===== src/rtl/sdmd_pkg.sv =====
// ----------------------------------------------------------------------------
// Sigma-Delta motion detect package
// Shared widths, register map, reset values and the types that pass between
// the front queue, the update pipeline and the top level.
// ----------------------------------------------------------------------------
`default_nettype none

package sdmd_pkg;

    // Field widths
    localparam int PIX_W  = 8;
    localparam int ADDR_W = 16;
    localparam int AMP_W  = 4;
    localparam int VAR_W  = 8;

    // Background store depth (one entry per raster position)
    localparam int FRAME_PIXELS = 65536;

    // Front queue depth and its pointer and count widths
    localparam int QUEUE_DEPTH = 4;
    localparam int QPTR_W      = $clog2(QUEUE_DEPTH);
    localparam int QCNT_W      = $clog2(QUEUE_DEPTH + 1);

    // Configuration port
    localparam int PADDR_W = 4;
    localparam int PDATA_W = 32;
    localparam int REG_IDX_W = 2;

    typedef enum logic [REG_IDX_W-1:0] {
        REG_AMP_FACTOR = 2'd0,
        REG_VAR_MIN    = 2'd1,
        REG_VAR_MAX    = 2'd2
    } reg_idx_t;

    localparam logic [AMP_W-1:0] AMP_RESET     = 4'd4;
    localparam logic [VAR_W-1:0] VAR_MIN_RESET = 8'd1;
    localparam logic [VAR_W-1:0] VAR_MAX_RESET = 8'd254;

    // Kind of work an item asks of the back end
    typedef enum logic {
        OP_UPDATE = 1'b0,
        OP_INIT   = 1'b1
    } op_t;

    // One classified item as it sits in the queue
    typedef struct packed {
        op_t               op;
        logic [PIX_W-1:0]  pixel;
        logic [ADDR_W-1:0] addr;
    } item_t;

    // Live configuration
    typedef struct packed {
        logic [AMP_W-1:0] amp_factor;
        logic [VAR_W-1:0] var_min;
        logic [VAR_W-1:0] var_max;
    } cfg_t;

endpackage

`default_nettype wire


===== src/rtl/sdmd_front.sv =====
// ----------------------------------------------------------------------------
// Sigma-Delta motion detect front end
// Accepts input transfers, classifies each pixel as a first-frame load or a
// background update, and holds the items in a short queue for the back end.
// ----------------------------------------------------------------------------
`default_nettype none

module sdmd_front
(
    input  wire logic                       clk,
    input  wire logic                       rst_n,
    input  wire logic                       in_valid,
    output logic                            in_ready,
    input  wire logic [sdmd_pkg::PIX_W-1:0]  pixel,
    input  wire logic [sdmd_pkg::ADDR_W-1:0] pixel_addr,
    input  wire logic                       init_frame,
    output logic                            q_valid,
    input  wire logic                       q_ready,
    output sdmd_pkg::item_t                 q_item
);

    sdmd_pkg::item_t                  slot_reg [sdmd_pkg::QUEUE_DEPTH];
    logic [sdmd_pkg::QPTR_W-1:0]      wr_ptr_reg;
    logic [sdmd_pkg::QPTR_W-1:0]      rd_ptr_reg;
    logic [sdmd_pkg::QCNT_W-1:0]      count_reg;
    logic                             push;
    logic                             pop;
    sdmd_pkg::item_t                  item_next;

    // Handshake on both sides of the queue.
    assign in_ready = (count_reg != sdmd_pkg::QCNT_W'(sdmd_pkg::QUEUE_DEPTH));
    assign q_valid  = (count_reg != '0);
    assign push     = in_valid && in_ready;
    assign pop      = q_valid && q_ready;
    assign q_item   = slot_reg[rd_ptr_reg];

    // Classify the incoming pixel.
    always_comb
    begin
        item_next.op    = init_frame ? sdmd_pkg::OP_INIT : sdmd_pkg::OP_UPDATE;
        item_next.pixel = pixel;
        item_next.addr  = pixel_addr;
    end

    // Queue storage.
    always_ff @(posedge clk)
    begin
        if (push)
        begin
            slot_reg[wr_ptr_reg] <= item_next;
        end
    end

    // Queue pointers and fill count.
    always_ff @(posedge clk or negedge rst_n)
    begin
        if (!rst_n)
        begin
            wr_ptr_reg <= '0;
            rd_ptr_reg <= '0;
            count_reg  <= '0;
        end
        else
        begin
            if (push)
            begin
                wr_ptr_reg <= wr_ptr_reg + 1'b1;
            end
            if (pop)
            begin
                rd_ptr_reg <= rd_ptr_reg + 1'b1;
            end
            if (push && !pop)
            begin
                count_reg <= count_reg + 1'b1;
            end
            else if (pop && !push)
            begin
                count_reg <= count_reg - 1'b1;
            end
        end
    end

endmodule

`default_nettype wire


===== config.mk =====
export PLATFORM = sky130hd
export DESIGN_NAME = sdmd_front
export DESIGN_NICKNAME = d
export VERILOG_FILES = /design/src/rtl/sdmd_pkg.sv /design/src/rtl/sdmd_front.sv
export SDC_FILE = /design/constraint.sdc
export NUM_CORES = 1
export LEC_CHECK = 0
export BUFFER_PORTS_ARGS = -buffer_cell sky130_fd_sc_hd__buf_4
export CAP_MARGIN = 30
export CELL_PAD_IN_SITES_DETAIL_PLACEMENT = 1
export CELL_PAD_IN_SITES_GLOBAL_PLACEMENT = 2
export CORE_ASPECT_RATIO = 0.8
export CORE_MARGIN = 3
export CORE_UTILIZATION = 35
export CTS_CLUSTER_DIAMETER = 120
export DETAILED_ROUTE_END_ITERATION = 10
export GPL_TIMING_DRIVEN = 1
export PLACE_DENSITY = 0.67
export SETUP_SLACK_MARGIN = 0.4
export SKIP_CTS_REPAIR_TIMING = 1
export SYNTH_ARGS = -nofsm -noshare
export SYNTH_HDL_FRONTEND = slang
export SYNTH_SLANG_ARGS = --single-unit
export TNS_END_PERCENT = 5

===== constraint.sdc =====
create_clock -name clk -period 1.9 [get_ports clk]
set_input_delay 0.285 -clock clk [delete_from_list [all_inputs] [get_ports clk]]
set_output_delay 0.285 -clock clk [all_outputs]
set_load 0.02 [all_outputs]

==> out/results.md <==
## Power and ir drop
- proportion of power drawn by the clock network: 22.8%
- switching power: 2.62 mW
- Pwr Total: 8.73 mW
- sw frac: 30.0%
- P_int: 6.11 mW
- relative contribution of combinational cells to total power: 39.2%
- highest ir drop seen on vdd: 0.531 mV
- leakage component of the power: 1.88 nW
- pwr/cell area: 1650 mW/mm^2
- sequential power share: 38.1%

## Setup path
- depth of the worst register-to-register path: 8
- critical-path maximum fanout: 5
- Data arrival, critical path: 1800 ps
- capture instance of the worst register-to-register path: count_reg[2]
- startpoint kind of the worst setup timing path: flip-flop
- R2R setup slack: 30 ps
- type of element capturing the critical path: output pin
- Reg2Reg Launch Point: count_reg[1]
- Critical Path RT: 1620 ps
- launching instance or port of the critical path: rd_ptr_reg[0]
- Worst Setup Path Type: flip-flop to output pin

## Logic synthesis
- post-synthesis instance area: 0.00407 sq mm
- synthesized-area fraction occupied by xor and xnor cells: 1.29%
- share of async-settable or async-resettable flops after synthesis: 6.54%
- dominant combinational cell family by area after synthesis: multiplexers
- largest area contributor in the synthesized netlist: edfxtp_1
- leading post-synthesis cells by cell area: edfxtp_1 74%, mux4_2 10%, mux4_1 4.5%
- area share of the leading cell type in the synthesized netlist: 73.9%
- area share of fa/ha/maj cells after synthesis: 2.03%
- dominant synthesized flop cell: edfxtp_1
- post-synthesis net count: 201
- complex-gate fraction of the synthesized area: 0.277%
- number of flops mapped to enable cells by yosys: 100
- Syn Inst Count: 166
- mean post-synth cell area: 24.5 sq um
- multiplexer area fraction after synthesis: 15.1%
- fraction of the mapped netlist area in simple logic gates: 1.26%
- number of warnings issued by yosys: 0
- sequential cell area fraction in the yosys report: 78.2%
- Yosys reg bits: 107
- post-synthesis cell type count: 19

## Min path
- hold path cells: 1
- WHS Endpoint: slot_reg[2][18]
- startpoint of the tightest hold check path: pixel[2]
- kind of path behind the tightest hold check: input pin to flip-flop

## Die
- y dimension of the die: 102 um
- Total Die Area: 0.0130 sq mm
- starting density of the core: 36.6%
- top-level I/O count: 56
- DIE WIDTH: 126 um
- core outline area: 0.0111 sq mm
- Core Rows: 34

## CTS
- root buffer cell: clkbuf_16
- clock latency on the worst-skew pair: 340 ps
- Sinks on Clock Net: 107
- Max Buffers Root-to-Sink: 2
- Clk pin slew, worst setup/hold paths: 70 ps
- H-tree level count: 3
- clock tree from TritonCTS: yes
- number of clock buffers inserted by TritonCTS: 9

## Run
- max-cap check violation count: 0

## Global routing
- vias in the first global route: 2,017
- number of antenna violations at the first check in global routing: 0
- global-route usage over all layers: 11.9%
- largest net degree at the start of global routing: 26
- first-pass GRT wire length: 11.3 mm
- leftover overflow at the end of global routing: 0

## Place
- Placed Instances: 371
- GPL Wtd Cong: 0.735
- area after detailed placement: 0.00480 sq mm
- DPL Wire Length: 4.68 mm
- count of input and output buffers: 55

## Cells and area
- final std cells w/o fill: 398
- Area Growth Syn to Fin: 30.0%
- most common cell after layout, fill and taps aside: edfxtp_1
- highest-count cells in the layout ignoring fill and taps: 100 x edfxtp_1, 58 x buf_4, 22 x mux4_2
- fraction of layout cells with a size suffix above 1: 50.4%
- antenna cells: 0
- net total in the final layout: 284
- flip-flop count of the largest register, all copies and words added: 100
- cell area after layout: 0.00529 sq mm

## Routing
- DR vias/cell: 4.72
- wire length after detailed routing: 7.54 mm
- wire length per cell: 18.9 um
- DR vias: 1,879
- final routed DRC violation total: 0
- first-iteration detailed-routing DRC count: 102
- number of optimization iterations in the first detailed-route pass: 4
- final antenna-violating net count: 0

## STA
- least setup slack across all paths after layout: -184 ps
- number of hold-slack violations in the final timing report: 0
- final critical-path required period: 2080 ps
- Slew Viols, Final: 0
- upper clock frequency limit: 480 MHz
- Final setup viols: 24
- transition time at the pin with the least slew margin: 203 ps
- final clock period utilization by the worst path: 110%
- worst-case clock skew: 8.43 ps
- RSZ-0062 raised after global routing: true
- Slew Limit Headroom: 86.4%

## Outcome
- failing checks: setup timing
- result of the run: complete, but fails checks

-- power by group through the flow --
stage | sequential, mW | combinational, mW | clock [mW]
floorplan | 3.29 | 1.93 | 0
global placement | 3.36 | 3.04 | 0
detailed placement | 3.38 | 3.06 | 0
CTS | 3.34 | 3.07 | 2.04
global route | 3.37 | 3.66 | 2.13
finish | 3.32 | 3.42 | 1.99
-- area by class of cell --
cell class                      count  area, sq um
Timing Repair Buffer               78          756
Fill cell                        1002         5820
Sequential cell                   107         3180
Inverter                            3         11.3
Multi-Input combinational cell     50          831
Clock inverter                      7          100
Tap cell                          144          180
Clock buffer                        9          225
-- through the flow --
step	utilization, %	setup slack (ps)	hold WS, ps	setup TNS [ps]
2_1_floorplan	-	11.2	-10.6	0
3_3_place_gp	43.3	48.5	107	0
3_5_place_dp	43.3	27.6	106	0
4_1_cts	46.2	-243	-268	-3920
5_1_grt	47.6	-252	124	-4900
6_report	47.6	-184	143	-2840
-- kinds of logic (layout without fill, tap and decap cells) --
logic type | count (synthesis) | count (layout)
compound gates | 1 | 1
flops | 107 | 107
buf+inv | 9 | 97
simple gates | 10 | 10
xor+xnor | 6 | 6
fa+ha+maj | 6 | 6
mux | 27 | 27
-- synthesized netlist by cell type (2+ instances only) --
library cell and instances:
xor2_1 2, ha_1 5, xnor2_1 4, edfxtp_1 100, inv_1 3, dfrtp_1 7
mux2_2 2, and2_1 4, mux4_1 7, mux4_2 18, nor2_1 2, nand2_1 2
buf_2 3, buf_12 2
-- routing by layer --
layer,vias up,share of wire [%],wire [um],GRT usage (%)
met5,-,0,0,0
met3,5,5.2,395,4.91
met2,47,48,3590,18.4
li1,852,-,-,-
met1,975,46,3500,15.9
met4,0,0.72,54,3.22
-- worst max-delay path by stage --
stage                   end  slack, ps  cells after the start
2_1_floorplan  count_reg[2]         10                      8
3_3_place_gp   count_reg[2]         50                      8
3_5_place_dp   count_reg[2]         30                      8
4_1_cts           q_item[2]       -240                      3
5_1_grt           q_item[6]       -250                      5
6_report          q_item[6]       -180                      5
-- worst max-delay path, stage by stage (launching register included) --
cell	delay (ps)
dfrtp_2	450
buf_12	130
buf_12	120
buf_12	100
mux4_2	500
buf_6	150
No activity file was read; power rests on OpenSTA's default activity.
